<file path="config.mk">
export PLATFORM = sky130hd
export DESIGN_NAME = tcw_cursor
export DESIGN_NICKNAME = d
export VERILOG_FILES = /design/src/hw/rtl/tcw_pkg.sv /design/src/hw/rtl/tcw_cursor.sv
export SDC_FILE = /design/constraint.sdc
export NUM_CORES = 1
export LEC_CHECK = 0
export BUFFER_PORTS_ARGS = -buffer_cell sky130_fd_sc_hd__buf_2
export CELL_PAD_IN_SITES_DETAIL_PLACEMENT = 1
export CELL_PAD_IN_SITES_GLOBAL_PLACEMENT = 1
export CORE_MARGIN = 8
export CORE_UTILIZATION = 38
export CTS_BUF_LIST = sky130_fd_sc_hd__clkbuf_8
export CTS_CLUSTER_DIAMETER = 150
export DETAILED_ROUTE_END_ITERATION = 6
export PLACE_DENSITY_LB_ADDON = 0.1
export SYNTH_ARGS = -nofsm -noshare
export SYNTH_HDL_FRONTEND = slang
export SYNTH_SLANG_ARGS = --single-unit
</file>
<file path="constraint.sdc">
create_clock -name clock -period 5.37 [get_ports clock]
set_clock_uncertainty 0.1 [all_clocks]
set_input_delay 1.074 -clock clock [delete_from_list [all_inputs] [get_ports clock]]
set_output_delay 1.074 -clock clock [all_outputs]
set_load 0.05 [all_outputs]
</file>
<file path="src/hw/rtl/tcw_pkg.sv">
// Shared types, constants and helpers for the text console writer.
// Used by tcw_cursor and text_console_writer; depends on nothing else.
package tcw_pkg;

   // Screen geometry
   localparam int WIDTH   = 80;
   localparam int HEIGHT  = 25;
   localparam int CELLS   = WIDTH * HEIGHT;
   localparam int CELL_AW = $clog2(CELLS);
   localparam int ROW_W   = $clog2(HEIGHT + 1);
   localparam int COL_W   = $clog2(WIDTH + 1);
   localparam int OFS_W   = $clog2((HEIGHT + 1) * WIDTH + 1);

   // Fixed field widths
   localparam int OFFSET_W = 11;
   localparam int INDEX_W  = 11;

   // Character and attribute codes
   localparam logic [7:0] NEWLINE_CODE = 8'd10;
   localparam logic [7:0] SPACE_CODE   = 8'h20;
   localparam logic [7:0] RESET_COLOR  = 8'h07;

   // Operation codes
   localparam logic [1:0] OP_PUT   = 2'd0;
   localparam logic [1:0] OP_CLEAR = 2'd1;
   localparam logic [1:0] OP_READ  = 2'd2;
   localparam logic [1:0] OP_NONE  = 2'd3;

   typedef struct packed {
      logic [1:0]         op;
      logic [7:0]         char_code;
      logic [INDEX_W-1:0] cell_index;
   } req_type;

   typedef struct packed {
      logic [OFFSET_W-1:0] cursor_offset;
      logic                cursor_write;
      logic [15:0]         cell_entry;
   } rsp_type;

   typedef enum logic [2:0] {
      ST_INIT,
      ST_IDLE,
      ST_EXEC,
      ST_SCROLL,
      ST_BLANK,
      ST_CLEAR,
      ST_REPLY
   } state_type;

   // Cursor update requests from the sequencer
   typedef enum logic [1:0] {
      CUR_HOLD,
      CUR_WRAP,
      CUR_SCROLLED,
      CUR_PUT
   } cur_cmd_type;

   typedef struct packed {
      logic                need_scroll;
      logic                newline;
      logic [CELL_AW-1:0]  wr_addr;
      logic [OFFSET_W-1:0] offset;
   } cur_status_type;

   // Screen cell: attribute in the high byte, character in the low byte
   function automatic logic [15:0] make_cell(input logic [7:0] color,
                                             input logic [7:0] ch);
      make_cell = {color, ch};
   endfunction

endpackage

</file>
<file path="src/hw/rtl/tcw_cursor.sv">
// Cursor row/column registers with wrap, scroll and newline handling.
// Depends on tcw_pkg for geometry, command and status types.
module tcw_cursor (
   input  logic                    clock,
   input  logic                    reset,
   input  tcw_pkg::cur_cmd_type    cmd,
   input  logic [7:0]              char_code,
   output tcw_pkg::cur_status_type status
);

   logic [tcw_pkg::ROW_W-1:0] row_ff, row_in, row_w, row_p;
   logic [tcw_pkg::COL_W-1:0] col_ff, col_in, col_w, col_p;
   logic                      wrap;
   logic                      newline;
   logic [tcw_pkg::OFS_W-1:0] wr_full;
   logic [tcw_pkg::OFS_W-1:0] ofs_full;

   // Wrap at full width, then scroll test, then the character itself
   always_comb begin
      wrap    = (col_ff >= tcw_pkg::COL_W'(tcw_pkg::WIDTH));
      row_w   = wrap ? row_ff + tcw_pkg::ROW_W'(1) : row_ff;
      col_w   = wrap ? '0 : col_ff;
      newline = (char_code == tcw_pkg::NEWLINE_CODE);
      row_p   = newline ? row_w + tcw_pkg::ROW_W'(1) : row_w;
      col_p   = newline ? '0 : col_w + tcw_pkg::COL_W'(1);
   end

   // Next cursor value
   always_comb begin
      row_in = row_ff;
      col_in = col_ff;
      unique case (cmd)
         tcw_pkg::CUR_HOLD: begin
            row_in = row_ff;
            col_in = col_ff;
         end
         tcw_pkg::CUR_WRAP: begin
            row_in = row_w;
            col_in = col_w;
         end
         tcw_pkg::CUR_SCROLLED: begin
            row_in = tcw_pkg::ROW_W'(tcw_pkg::HEIGHT - 1);
            col_in = col_ff;
         end
         tcw_pkg::CUR_PUT: begin
            row_in = row_p;
            col_in = col_p;
         end
         default: begin
            row_in = row_ff;
            col_in = col_ff;
         end
      endcase
   end

   always_ff @(posedge clock) begin
      if (reset) begin
         row_ff <= '0;
         col_ff <= '0;
      end else begin
         row_ff <= row_in;
         col_ff <= col_in;
      end
   end

   // Cell address of the character write and offset after the update
   always_comb begin
      wr_full  = tcw_pkg::OFS_W'(row_w) * tcw_pkg::OFS_W'(tcw_pkg::WIDTH)
                 + tcw_pkg::OFS_W'(col_w);
      ofs_full = tcw_pkg::OFS_W'(row_in) * tcw_pkg::OFS_W'(tcw_pkg::WIDTH)
                 + tcw_pkg::OFS_W'(col_in);
      status.need_scroll = (row_w >= tcw_pkg::ROW_W'(tcw_pkg::HEIGHT));
      status.newline     = newline;
      status.wr_addr     = tcw_pkg::CELL_AW'(wr_full);
      status.offset      = tcw_pkg::OFFSET_W'(ofs_full);
   end

endmodule

</file>
Word-level counts from Yosys, hierarchy flattened. Cells that the tools add are included.

Word-level logic and storage cells: 23. Register bits: 12.

Muxes and demuxes: 6. Multipliers: 2. Reductions and logical operators: 2. Add/sub/neg operators: 5. Magnitude comparators: 2. Eq/ne operators: 4.

Operators with widths (number): 11-bit by 7-bit adder with 11-bit output (2); 7-bit one-hot mux with 3 select lines (1); 5-bit one-hot mux with 4 select lines (1); 5-bit by 3-bit multiplier with 7-bit output (second input constant) (2); 7-bit 2-to-1 mux (2); 5-bit by 1-bit adder with 5-bit output (second input constant) (2); 5-bit 2-to-1 mux (2); 8-bit by 4-bit equality test with 1-bit output (second input constant) (1); 7-bit by 1-bit adder with 7-bit output (second input constant) (1); 7-bit greater-or-equal comparator (second input constant) (1); 5-bit greater-or-equal comparator (second input constant) (1); 2-bit equality test (second input constant) (2); 2-bit by 1-bit equality test with 1-bit output (second input constant) (1); 2-bit zero test (1); 2-bit OR reduction (1).

Longest topological paths before layout.
Depth in word-level cells: 7. Mapped depth: 18. Gate-level depth less buffers: 16.

Least setup slack after synthesis. OpenSTA, ideal clock, no wires.

Kind: input port to output port. From: input port char_code[0]. To: output port status[10] in the netlist's numbering. Slack: -0.574 ns. Path buffers: 1. Data arrival time: 4.770 ns. Cell stages on the path: 13. Cells stage by stage: nor4bb_1 -> buf_2 -> and2_1 -> nand4_1 -> xnor2_1 -> a21oi_1 -> ha_1 -> ha_1 -> fa_1 -> nand2_1 -> or4_1 -> a31o_2 -> o22ai_1.

RTL lines: start: declaration (RTL line tcw_cursor.sv:7) `input logic [7:0] char_code,`; end: declaration (RTL line tcw_cursor.sv:8) `output tcw_pkg::cur_status_type status`.

==> metrics.txt <==
Req. time, crit path=4.20 ns; clk_lat worst skew=0.25 ns; First-pass DRT Iterations=4; pwr dens=146 nW/um2; status=complete, but fails checks; Critical Path End Type=output port; final core utilization=52.7%; Max-slew headroom=64.3%; number of DRC markers in iteration 0=59; fillers=546; wire length of the first global-routing pass=8990 um; register area=240 um2; met3 WL=187 um; TritonCTS clock tree=built; met2 wire len=2410 um; cell chain of the critical path=buf_2 -> nor4_4 -> buf_4 -> a31oi_1 -> o31a_1 -> a32o_2 -> ha_2 -> ha_2 -> fa_2 -> nor2b_2 -> a21oi_1 -> or4_4 -> a31o_4 -> o22ai_4 -> buf_6; final count of pins violating max slew=0; Psw=0.000127 W; Final nets=309; post-DP HPWL=4060 um; GRT Residual Overflow=0; Pleak=1.14 nW; Fin Hold WS=0.532 ns; effective utilization at floorplan=39.5%; layout cells sized above 1=39.3%; Synth top area share=15.9%; TritonCTS Buffers=3; # setup viols final=1; Top Layer Used=met4; Yosys cell types=55; Seq/Total Area, Yosys=13.9%; Multi-input gate area=1450 um2; Period Utilization, post-route=102%; width of the die=83.5 um; DIE AREA=6970 um2; Cells after Synth=215; crit path launch type=input port; Yosys top cell by area=ha_1; switching share of power=37.6%; row count=24; Data arrival, critical path=4.33 ns; Ports=36; core area=4380 um2; final hold vios=0; largest net degree at the start of global routing=13; Vias=1732; Seq pwr share=27.8%; gr usage total=15.0%; setup ws final=-0.132 ns; syn_nets=253; initial antenna violation count=0; failing checks=negative setup slack; GPL Wtd Cong=0.766; Hold WC Path Type=reg -> reg; Comb pwr share=41.9%; synth-to-layout area growth=33.6%; Slowest Stage Delay on Critical Path=0.50 ns; ant diodes=0; Vias/cell=5.38; reg-to-reg slack, setup=3.34 ns; drt drc=0; synth cell count leaders=ha_1 (22), inv_1 (14), nand2_1 (14), nor2b_1 (13), dfxtp_1 (12); average cell area after synthesis=8.05 um2; Worst-Margin Slew=0.529 ns; crit path max fanout=7; DR WL/cell=15.5 um; fin crit period=5.50 ns; Mapped Area=1730 um2; count leader, synth=ha_1; dominant synthesized flop cell=dfxtp_1; Routed Antenna Nets=0; CTS root buf=clkbuf_8; Worst VDD drop=0.0000965 V; # clock sinks=12; Clock Pin Slew Worst Setup and Hold Paths=0.06 ns; yosys warns=0; vias in the first global route=1917; FF+latch count, synth=12; fmax=0.182 GHz; synth top area cells=ha_1 (16%), dfxtp_1 (14%), xnor2_1 (5.1%), nor2b_1 (4.7%), fa_1 (4.6%); CP Class=in -> out; Int Pwr=0.000210 W; max-cap viol count=0; EDFF count, synth=0; RSZ-0062 raised after global routing=yes; clock network fraction of design power=30.3%; slowest cell on the critical path=or4_4; CTS H-Tree Depth=1; Die Y-Extent=83.5 um; Post-synth ARST share=0%; Total Wirelength=4990 um; IO Port Bufs=35; clock buffer depth=2; most used cell, CP=ha_2; detailed-route wire length on metal 1=2340 um
[repair_timing]
action / 4_1_cts / 5_1_grt
hold endpoints to repair: 0 / 0
pin swaps: 3 / 8
endpoints found under the setup margin: 1 / 1
resized for setup: 17 / 7
gates cloned: 0 / 0
hold buffers: 0 / 0
setup buffers: 2 / 1
[layout make-up]
cell class | instances | area share, %
multi-input combinational | 171 | 62.8
timing repair buffer | 67 | 19.0
sequential | 12 | 10.4
tap | 52 | 2.81
inverter | 16 | 2.60
clock buffer | 4 | 2.38
[state kept, by name, summed over array words and instances, names as in the netlist]
signal  flops
col_ff      7
row_ff      5
[cell usage in the layout (no fill, tap or decap), types with 4 or more instances in the layout]
| master | n |
|---|---|
| a21o_1 | 6 |
| a21oi_1 | 8 |
| a31oi_1 | 6 |
| buf_2 | 31 |
| buf_4 | 32 |
| buf_6 | 4 |
| clkbuf_8 | 4 |
| dfxtp_1 | 12 |
| ha_1 | 20 |
| inv_1 | 14 |
| nand2_1 | 13 |
| nand3_1 | 5 |
| nand4_1 | 4 |
| nor2_1 | 11 |
| nor2b_1 | 11 |
| nor3_1 | 4 |
| o21ai_0 | 6 |
| xnor2_1 | 9 |
| xor2_1 | 6 |
[kinds of logic after synthesis]
kind of cell    count (synthesis)  share of synthesized area (%)
xor+xnor                       16                           8.10
compound gates                 58                           24.7
buf+inv                        32                           9.18
fa+ha+maj                      26                           20.5
flops                          12                           13.9
simple gates                   68                           21.9
mux                             3                           1.74
[path summary, 6_finish.rpt]
kind                               end                  from  depth (start not counted)
setup / recovery            status[10]          char_code[4]                         15
hold / removal    col_ff[1]$_SDFF_PP0_  col_ff[1]$_SDFF_PP0_                          2
setup reg to reg  col_ff[6]$_SDFF_PP0_  col_ff[4]$_SDFF_PP0_                          8
hold reg to reg   col_ff[1]$_SDFF_PP0_  col_ff[1]$_SDFF_PP0_                          2
[power groups by stage]
stage               combinational [W]  sequential [W]  clock [W]
floorplan                   0.0000919       0.0000949          0
finish                       0.000141       0.0000936   0.000102
CTS                          0.000137       0.0000935   0.000105
global placement             0.000126       0.0000954          0
detailed placement           0.000128       0.0000954          0
global route                 0.000153       0.0000940   0.000111
[critical path: cells and delay by family]
kind / cells / cell delay (ns)
compound gates: 6 / 1.05
fa+ha+maj: 3 / 0.79
buf+inv: 3 / 0.48
simple gates: 3 / 0.93
[per-layer routing]
metal  vias up  global-route usage [%]
li1        880                       -
met1       820                    18.4
met2        26                    26.1
met3         6                    3.03
met4         0                    3.77
met5         -                       0
[stage by stage]
step                area, um2  setup WS [ns]  instances  setup TNS [ns]  total power [W]
floorplan                1780         0.0104        215               0         0.000187
global placement         2130         -0.247        315          -0.247         0.000222
finish                   2310         -0.132        322          -0.132         0.000337
global route             2310         -0.279        322          -0.279         0.000358
detailed placement       2130         -0.307        315          -0.307         0.000224
CTS                      2280        -0.0653        321         -0.0653         0.000336
(Power assumes the default switching activity.)
